**config.mk**
```make
export PLATFORM = sky130hd
export DESIGN_NAME = mta_ram
export DESIGN_NICKNAME = d
export VERILOG_FILES = /design/src/rtl/mta_ram.sv
export SDC_FILE = /design/constraint.sdc
export NUM_CORES = 1
export LEC_CHECK = 0
export ABC_AREA = 1
export BUFFER_PORTS_ARGS = -buffer_cell sky130_fd_sc_hd__buf_2
export CAP_MARGIN = 25
export CORE_MARGIN = 2
export CORE_UTILIZATION = 55
export DETAILED_ROUTE_END_ITERATION = 10
export GPL_ROUTABILITY_DRIVEN = 1
export PLACE_DENSITY_LB_ADDON = 0.15
export SKIP_CTS_REPAIR_TIMING = 1
export SYNTH_ARGS = -nofsm -noshare
export SYNTH_HDL_FRONTEND = slang
export SYNTH_SLANG_ARGS = --single-unit
```
**constraint.sdc**
```tcl
create_clock -name clk -period 4.8 [get_ports clk]
set_input_delay 0.48 -clock clk [delete_from_list [all_inputs] [get_ports clk]]
set_output_delay 0.48 -clock clk [all_outputs]
set_load 0.02 [all_outputs]
```
**src/rtl/mta_ram.sv**
```systemverilog
`timescale 1ns / 1ps
`default_nettype none

module mta_ram #(
  parameter int WIDTH = 32,
  parameter int DEPTH = 16
) (
  input  wire                      clk,
  input  wire                      we,
  input  wire  [$clog2(DEPTH)-1:0] waddr,
  input  wire  [WIDTH-1:0]         wdata,
  input  wire  [$clog2(DEPTH)-1:0] raddr,
  output logic [WIDTH-1:0]         rdata
);

  logic [WIDTH-1:0] mem [DEPTH];

  always_ff @(posedge clk) begin
    if (we) begin
      mem[waddr] <= wdata;
    end
    rdata <= mem[raddr];
  end

endmodule

`default_nettype wire

```
==> results.sh <==
export IMPL_power_density_mw_per_mm2=398
export IMPL_synth_net_count=2162
export IMPL_synth_top_area_cell="edfxtp_1"
export IMPL_wl_met1_um=22700
export IMPL_grt_overflow_total=0
export IMPL_htreeDepth=2
export IMPL_critPathCaptureType="flop"
export IMPL_clkSinkCount=544
export IMPL_fin_crit_sh_pct=47.7
export IMPL_multi_input_area_mm2=0.00467
export IMPL_synthCells=2120
export IMPL_chipHeight_um=207
export IMPL_synth_distinct_cells=15
export IMPL_synth_top_area_share_pct=67.6
export IMPL_irDropWorstVdd_mv=0.336
export IMPL_fin_util_pct=61.6
export IMPL_required_ns=5.28
export IMPL_yosys_most_used_dff="edfxtp_1"
export IMPL_max_stage_delay_ns=0.74
export IMPL_crit_top_cell="nand3_1"
export IMPL_crit_chain="buf_4 -> inv_4 -> buf_4 -> nand3_1 -> nand3_1 -> nand3_1 -> nand2_1"
export IMPL_status="finished, final reports clean"
export IMPL_finalCriticalPeriod_ns=2.29
export IMPL_wl_met3_um=4070
export IMPL_grt_max_degree=155
export IMPL_yosysSeqAreaShare_pct=70.5
export IMPL_syn_area_per_cell_um2=10.7
export IMPL_cts_root_buf="clkbuf_16"
export IMPL_hp_class="input pin to flop"
export IMPL_critPathTopFamily="buffers and inverters"
export IMPL_ys_async_sr_fraction_pct=0
export IMPL_critPathBufInv=3
export IMPL_dieArea_mm2=0.0430
export IMPL_drv_cap=0
export IMPL_p_leak_nw=10.8
export IMPL_row_count=74
export IMPL_wire_per_inst_um=19.2
export IMPL_routabilityCongestion=0.775
export IMPL_ys_ff_latch=544
export IMPL_antenna_found_initial=6
export IMPL_ios=74
export IMPL_clkTransAtPathRegs_ns=0.06
export IMPL_clock_latency_ns=0.60
export IMPL_arrival_ns=2.77
export IMPL_drt_iter0_drc=1360
export IMPL_cts_tree="built"
export IMPL_critPathSlowestCell="buf_4"
export IMPL_startpoint_type="input pin"
export IMPL_ff_latch_area_mm2=0.0160
export IMPL_synth_edf_count=512
export IMPL_slew_viol_final=0
export IMPL_drtPass1Iterations=8
export IMPL_design_final_nets=2216
export IMPL_final_area_mm2=0.0252
export IMPL_drt_total_wl_um=52900
export IMPL_numCtsBuffers=56
export IMPL_layout_drive_gt1_share_pct=8.92
export IMPL_finalSetupViolCount=0
export IMPL_fin_worst_skew_ns=0.0172
export IMPL_syn_area_mm2=0.0227
export IMPL_maxUsedRoutingLayer="met5"
export IMPL_ant_nets=0
export IMPL_worstMarginPinSlew_ns=1.08
export IMPL_r2r_slack_ns=3.71
export IMPL_io_buffers=73
export IMPL_initial_core_util_pct=55.7
export IMPL_critPathMaxFanout=72
export IMPL_clockBufferDepth=3
export IMPL_drc=0
export IMPL_grt_usage_pct=24.8
export IMPL_dp_hpwl_um=26600
export IMPL_first_global_vias=13839
export IMPL_grt_first_pass_wirelength_um=81500
export IMPL_grt_setup_unrepaired="false"
export IMPL_yosys_warnings=0
export IMPL_die_x_um=207
export IMPL_avgViaCountPerCell=5.27
export IMPL_placed_area_mm2=0.0234
export IMPL_critPathKind="input pin to flop"
export IMPL_fill_cells=3228
export IMPL_core_mm2=0.0408
export IMPL_synth_top_cells_by_area="edfxtp_1 68%, nand2_1 11%, nand3_1 8.5%"
export IMPL_setup_tns_ns=0
export IMPL_met2_length_um=24800
export IMPL_vias=14531
export IMPL_synth_most_common_cell="nand2_1"
export IMPL_syn_to_final_growth_pct=10.7
export IMPL_hold_violations=0
export IMPL_synthTopCellsByCount="677 x nand2_1, 512 x edfxtp_1, 388 x inv_1"
export IMPL_slew_headroom_pct=28.0
export IMPL_max_clock_freq_mhz=437
## metal layers
layer	global-route usage (%)	vias to the layer above
met3	5.25	88
li1	-	6954
met5	0	-
met2	39.7	510
met1	34.6	6973
met4	7.32	6
## cells by family (layout without fill, tap and decap cells)
logic type / after synthesis / after routing / share of synthesized area, %
simple gates: 1081 / 1081 / 20.0
buf+inv: 495 / 595 / 9.54
flops: 544 / 544 / 70.5
other cells: 0 / 3 / 0
## flip-flops by register name, indices dropped and copies added, names as in the netlist
name,cells
mem,512
rdata,32
## worst reg2reg max path, stage by stage (launching register included)
cell and delay, ns:
edfxtp_1 0.36, inv_1 0.07, nand2_1 0.06, nand3_1 0.13, nand3_1 0.12, nand3_1 0.11
nand2_1 0.12
## stage by stage
step           total power, mW  setup slack [ns]  hold WS (ns)  instances
2_1_floorplan             5.84              2.33         0.579       2120
3_3_place_gp              6.05              1.99         0.636       2647
3_5_place_dp              6.06              2.00         0.634       2648
4_1_cts                   10.1              2.62         0.232       2752
5_1_grt                   10.4              2.47         0.245       2755
6_report                  10.0              2.51         0.260       2755
## worst paths after layout
| path | start | endpoint | depth (start not counted) |
|---|---|---|---|
| setup reg to reg | mem[5][3]$_DFFE_PP_ | rdata[3]$_DFF_P_ | 6 |
| hold reg to reg | mem[12][25]$_DFFE_PP_ | rdata[25]$_DFF_P_ | 6 |
| hold / removal | wdata[7] | mem[11][7]$_DFFE_PP_ | 1 |
| setup / recovery | raddr[1] | rdata[24]$_DFF_P_ | 7 |
## placed cells by master (no fill, tap or decap)
| cell | count |
|---|---|
| edfxtp_1 | 512 |
| inv_6 | 1 |
| buf_4 | 26 |
| bufinv_16 | 1 |
| inv_4 | 1 |
| nor2_4 | 16 |
| inv_2 | 2 |
| clkbuf_16 | 56 |
| nand3_1 | 385 |
| buf_2 | 71 |
| clkbuf_1 | 22 |
| clkinv_1 | 5 |
| inv_8 | 1 |
| nand3b_1 | 2 |
| clkinvlp_4 | 1 |
| nand2_1 | 677 |
| clkinv_4 | 1 |
| inv_1 | 386 |
| diode_2 | 3 |
| clkinv_2 | 9 |
| buf_12 | 3 |
| nor2_1 | 1 |
| clkinv_8 | 1 |
| clkbuf_8 | 8 |
| dfxtp_1 | 32 |
## report_power, final
group | internal (mW) | switching (mW) | leakage [nW]
clock network | 2.32 | 1.74 | 0.839
logic | 0.165 | 0.455 | 5.02
registers | 5.31 | 0.0311 | 4.90
total | 7.79 | 2.23 | 10.8
## final cells by class
type | instances | area share [%]
sequential | 544 | 63.6
clock buffer | 85 | 6.28
inverter | 390 | 5.86
multi-input combinational | 1081 | 18.5
antenna | 3 | 0.0298
tap | 532 | 2.64
timing repair buffer | 101 | 2.48
clock inverter | 19 | 0.537
No activity file was read; power rests on OpenSTA's default activity.
