File: src/rtl/mta_pkg.sv
`timescale 1ns / 1ps
`default_nettype none

package mta_pkg;

  localparam int VERTEX_DEPTH_DEF = 4096;
  localparam int FRAC_BITS_DEF    = 16;
  localparam int IDX_W            = 12;
  localparam int Q_W              = 32;
  localparam int CNT_W            = 8;
  // covers 2^(2*24) for the reciprocal and the weighted sum of the average
  localparam int DIV_W            = 50;

  localparam logic [1:0] FUNC_LOAD  = 2'd0;
  localparam logic [1:0] FUNC_TRI   = 2'd1;
  localparam logic [1:0] FUNC_READ  = 2'd2;
  localparam logic [1:0] FUNC_CLEAR = 2'd3;

  typedef struct packed {
    logic [1:0]            func;
    logic [IDX_W-1:0]      index_a;
    logic [IDX_W-1:0]      index_b;
    logic [IDX_W-1:0]      index_c;
    logic signed [Q_W-1:0] pos_x;
    logic signed [Q_W-1:0] pos_y;
    logic signed [Q_W-1:0] pos_z;
    logic signed [Q_W-1:0] tex_u;
    logic signed [Q_W-1:0] tex_v;
  } in_t;

  typedef struct packed {
    logic signed [Q_W-1:0] tangent_x;
    logic signed [Q_W-1:0] tangent_y;
    logic signed [Q_W-1:0] tangent_z;
    logic [CNT_W-1:0]      contributions;
    logic                  degenerate;
  } out_t;

endpackage

`default_nettype wire

File: src/rtl/mta_div.sv
`timescale 1ns / 1ps
`default_nettype none

module mta_div #(
  parameter int W = mta_pkg::DIV_W
) (
  input  wire                       clk,
  input  wire                       rst_n,
  input  wire                       start,
  input  wire  [W-1:0]              dividend,
  input  wire  [mta_pkg::Q_W-1:0]   divisor,
  output logic                      done,
  output logic [W-1:0]              quotient
);

  localparam int CW = $clog2(W + 1);

  logic [mta_pkg::Q_W-1:0] rem_r, rem_nxt;
  logic [W-1:0]            quo_r, quo_nxt;
  logic [mta_pkg::Q_W-1:0] dvs_r, dvs_nxt;
  logic [CW-1:0]           cnt_r, cnt_nxt;
  logic                    run_r, run_nxt;
  logic                    done_r, done_nxt;
  logic [mta_pkg::Q_W:0]   trial;
  logic                    fits;

  // restoring division, one quotient bit per cycle
  always_comb begin
    trial    = {rem_r, quo_r[W-1]};
    fits     = trial >= {1'b0, dvs_r};
    rem_nxt  = rem_r;
    quo_nxt  = quo_r;
    dvs_nxt  = dvs_r;
    cnt_nxt  = cnt_r;
    run_nxt  = run_r;
    done_nxt = 1'b0;
    if (start) begin
      rem_nxt = '0;
      quo_nxt = dividend;
      dvs_nxt = divisor;
      cnt_nxt = '0;
      run_nxt = 1'b1;
    end else if (run_r) begin
      rem_nxt = fits ? mta_pkg::Q_W'(trial - {1'b0, dvs_r}) : mta_pkg::Q_W'(trial);
      quo_nxt = {quo_r[W-2:0], fits};
      cnt_nxt = cnt_r + 1'b1;
      if (cnt_r == CW'(W - 1)) begin
        run_nxt  = 1'b0;
        done_nxt = 1'b1;
      end
    end
  end

  always_ff @(posedge clk) begin
    if (!rst_n) begin
      run_r  <= 1'b0;
      done_r <= 1'b0;
      cnt_r  <= '0;
    end else begin
      run_r  <= run_nxt;
      done_r <= done_nxt;
      cnt_r  <= cnt_nxt;
    end
    rem_r <= rem_nxt;
    quo_r <= quo_nxt;
    dvs_r <= dvs_nxt;
  end

  assign done     = done_r;
  assign quotient = quo_r;

endmodule

`default_nettype wire

File: config.mk
export PLATFORM = sky130hd
export DESIGN_NAME = mta_div
export DESIGN_NICKNAME = d
export VERILOG_FILES = /design/src/rtl/mta_pkg.sv /design/src/rtl/mta_div.sv
export SDC_FILE = /design/constraint.sdc
export NUM_CORES = 1
export LEC_CHECK = 0
export ABC_AREA = 0
export BUFFER_PORTS_ARGS = -buffer_cell sky130_fd_sc_hd__buf_2
export CAP_MARGIN = 10
export CORE_MARGIN = 5
export CORE_UTILIZATION = 42
export CTS_CLUSTER_DIAMETER = 200
export DETAILED_ROUTE_END_ITERATION = 10
export GPL_ROUTABILITY_DRIVEN = 0
export PLACE_DENSITY = 0.66
export RECOVER_POWER = 100
export SYNTH_ARGS = -nofsm -noshare
export SYNTH_HDL_FRONTEND = slang
export SYNTH_SLANG_ARGS = --single-unit
File: constraint.sdc
create_clock -name clk -period 2.6 [get_ports clk]
set_clock_uncertainty 0.15 [all_clocks]
set_input_delay 0.26 -clock clk [delete_from_list [all_inputs] [get_ports clk]]
set_output_delay 0.26 -clock clk [all_outputs]
set_load 0.03 [all_outputs]
==> impl_metrics.tcl <==
set metrics [dict create \
    cpMostUsedCell "buf_6" \
    r2r_slack_ns -0.20 \
    finalPower_mw 6.022 \
    crit_start "dvs_r[1]" \
    cp.buffers_inverters 3 \
    die-area_mm2 0.01841 \
    crit_path_start_kind "flip-flop" \
    required_ns 2.77 \
    hold_violations 0 \
    ys.flop_type "edfxtp_1" \
    synth-edff-count 82 \
    nets 1049 \
    syn_area_mm2 0.006634 \
    worst-endpoint-arrival_ns 2.97 \
    grt_max_degree 39 \
    ys_warn_count 0 \
    core_mm2 0.01571 \
    die_y_um 135.7 \
    synth_seq_cells 122 \
    rsz0062_at_grt "yes" \
    slew_violations 31 \
    ys_async_sr_fraction_pct 0 \
    seq_area_frac_synth_pct 49.19 \
    power.density_mw_per_mm2 598.9 \
    antennaDiodeCount 0 \
    path_cells "inv_1 -> ha_4 -> nand2b_4 -> a21oi_4 -> o2111ai_2 -> nand3_1 -> a221oi_2 -> o31a_4 -> or2_4 -> buf_6 -> buf_6 -> a32oi_1 -> o21ai_1" \
    rows 46 \
    wl_per_cell_um 16.79 \
    area_delta_synth_final_pct 51.58 \
    synth_top_area_share_pct 37.12 \
    first_iter_violations 358 \
    pre_cts_ws_ns -0.2721 \
    drc 0 \
    synthTopCellsByArea "edfxtp_1, dfxtp_1, mux2_2" \
    p_leak_nw 4.227 \
    clock_path_buffers 2 \
    holdCritStartpoint "dividend[26]" \
    fill_cells 1218 \
    ios 136 \
    slew_headroom_pct -6.716 \
    finalSetupViolations 32 \
    numCtsBuffers 17 \
    root_buffer "clkbuf_16" \
    timing.rr.start "dvs_r[1]" \
    syn_area_per_cell_um2 10.91 \
    antenna_found_initial 0 \
    worstSetupEndpointType "flip-flop" \
    cts_tree "done" \
    yosysUniqueCellTypes 53 \
    routed_via_density 5.188 \
    tightest_slew_ns 1.601 \
    crit_type "flip-flop to flip-flop" \
    min_period_ns 2.805 \
    postSynthNetCount 728 \
    fmaxAchievable_ghz 0.3566 \
    cp_max_fo 6 \
    setup_ws_ns -0.2046 \
    yosys.area.top_type "edfxtp_1" \
    fin_cells 1158 \
    post-route-period-util_pct 107.9 \
    overflow 0 \
    placed_area_mm2 0.008282 \
    dpl.hpwl_um 12960 \
    drv_cap 1 \
    violations "capacitance limit, slew limit, setup timing" \
    seq_area_mm2 0.003263 \
    totalWireLength_um 19450 \
    clk_latency_ns 0.43 \
    postLayoutCoreUtil_pct 64.00 \
    grt_pass1_vias 6405 \
    finalSetupTns_ns -4.205 \
    grt_util_all_layers_pct 21.47 \
    syn_inst 608 \
    holdWs_ns 0.01486 \
    start_util_pct 42.22 \
    vias 6008 \
    slowest_stage "edfxtp_1" \
    design_area_mm2 0.01006 \
    htreeDepth 4 \
    hp-class "input pin to flip-flop" \
    worst_path_largest_cell_delay_ns 0.37 \
    grt_pass1_wl_um 31370 \
    clock_sinks 122 \
    multi_input_area_mm2 0.003437 \
    chipWidth_um 135.7 \
    placedCellCount 1032 \
    critPathTopFamily "compound AO/OA/AOI/OAI gates" \
    clk_pin_slew_ns 0.06 \
    status "finished, violations left" \
    firstDrtPassIters 5 \
    portBuffers 135 \
    drive_above_1_share_pct 35.88 \
    peakVddDrop_mv 0.4774 \
    ant_nets 0 \
]
[logic make-up after synthesis]
family                     synth area share, %
buffers and inverters                    4.790
DFF                                      49.19
AOI/OAI and AO/OA                        14.32
adders and majority gates                6.714
and+or+nand+nor                          9.449
xor gates and xnor gates                 4.357
muxes                                    11.18
[report_power, final]
group	total (mW)	internal (mW)	switching [mW]
clock network	2.39	1.43	0.963
logic	1.30	0.597	0.704
registers	2.33	2.25	0.0830
total	6.02	4.27	1.75
[layout by cell type (no fill, tap or decap), types with 5 or more instances in the layout]
master	count
nand2_1	39
nand4_1	10
inv_2	7
nand2b_1	6
buf_2	80
o211ai_1	5
mux2i_1	16
ha_1	23
inv_6	8
a21o_1	7
nor2b_1	6
ha_4	11
inv_1	35
nor2_1	33
buf_4	106
a21oi_2	8
a211oi_2	6
dfxtp_1	40
o21ai_0	15
clkbuf_1	56
clkbuf_16	17
mux2_2	47
a211oi_1	13
edfxtp_1	82
xor2_1	13
nor3_1	8
dlygate4sd3_1	82
a32oi_1	7
xnor2_1	20
a21oi_1	33
o21ai_1	19
[state kept, by name, summed over array words and instances, names as in the netlist]
name,flops
quotient,50
dvs_r,32
run_r,1
rem_r,32
cnt_r,6
done,1
[worst paths after layout]
check | end | cells after the start
max | rem_r[30] | 13
min | quotient[26] | 2
max reg2reg | rem_r[30] | 13
min reg2reg | cnt_r[5] | 2
[Yosys cell counts, drive strengths merged, types with 9 or more instances]
master	number
a211oi	20
edfxtp	82
a21oi	43
mux2	49
nor2	34
nor3	10
o21ai	37
ha	34
clkbuf	23
xor2	13
mux2i	19
nand2	40
a32oi	9
inv	42
nand4	10
xnor2	20
dfxtp	40
[repair_timing]
| item | CTS | global route |
|---|---|---|
| pin swaps | 11 | 20 |
| endpoints found under the hold margin | 82 | 0 |
| hold buffers | 82 | 0 |
| buffers inserted | 5 | 5 |
| gates cloned | 4 | 0 |
| gates resized for setup | 43 | 27 |
| setup endpoints to repair | 33 | 33 |
[area by class of cell]
| cell class | instances | area share (%) |
|---|---|---|
| clock inverters | 15 | 1.593 |
| repair buffers | 332 | 23.29 |
| well taps | 216 | 2.688 |
| inverters | 42 | 1.568 |
| multi-input cells | 414 | 34.18 |
| flip-flops and latches | 122 | 32.45 |
| clock buffers | 17 | 4.230 |
[metal layers]
layer / wire length, um / GRT usage [%]
met1: 8093 / 25.29
met2: 9672 / 36.78
met3: 1275 / 6.649
met4: 406 / 8.119
met5: 0 / 0
Power figures use the tool's default switching activity.
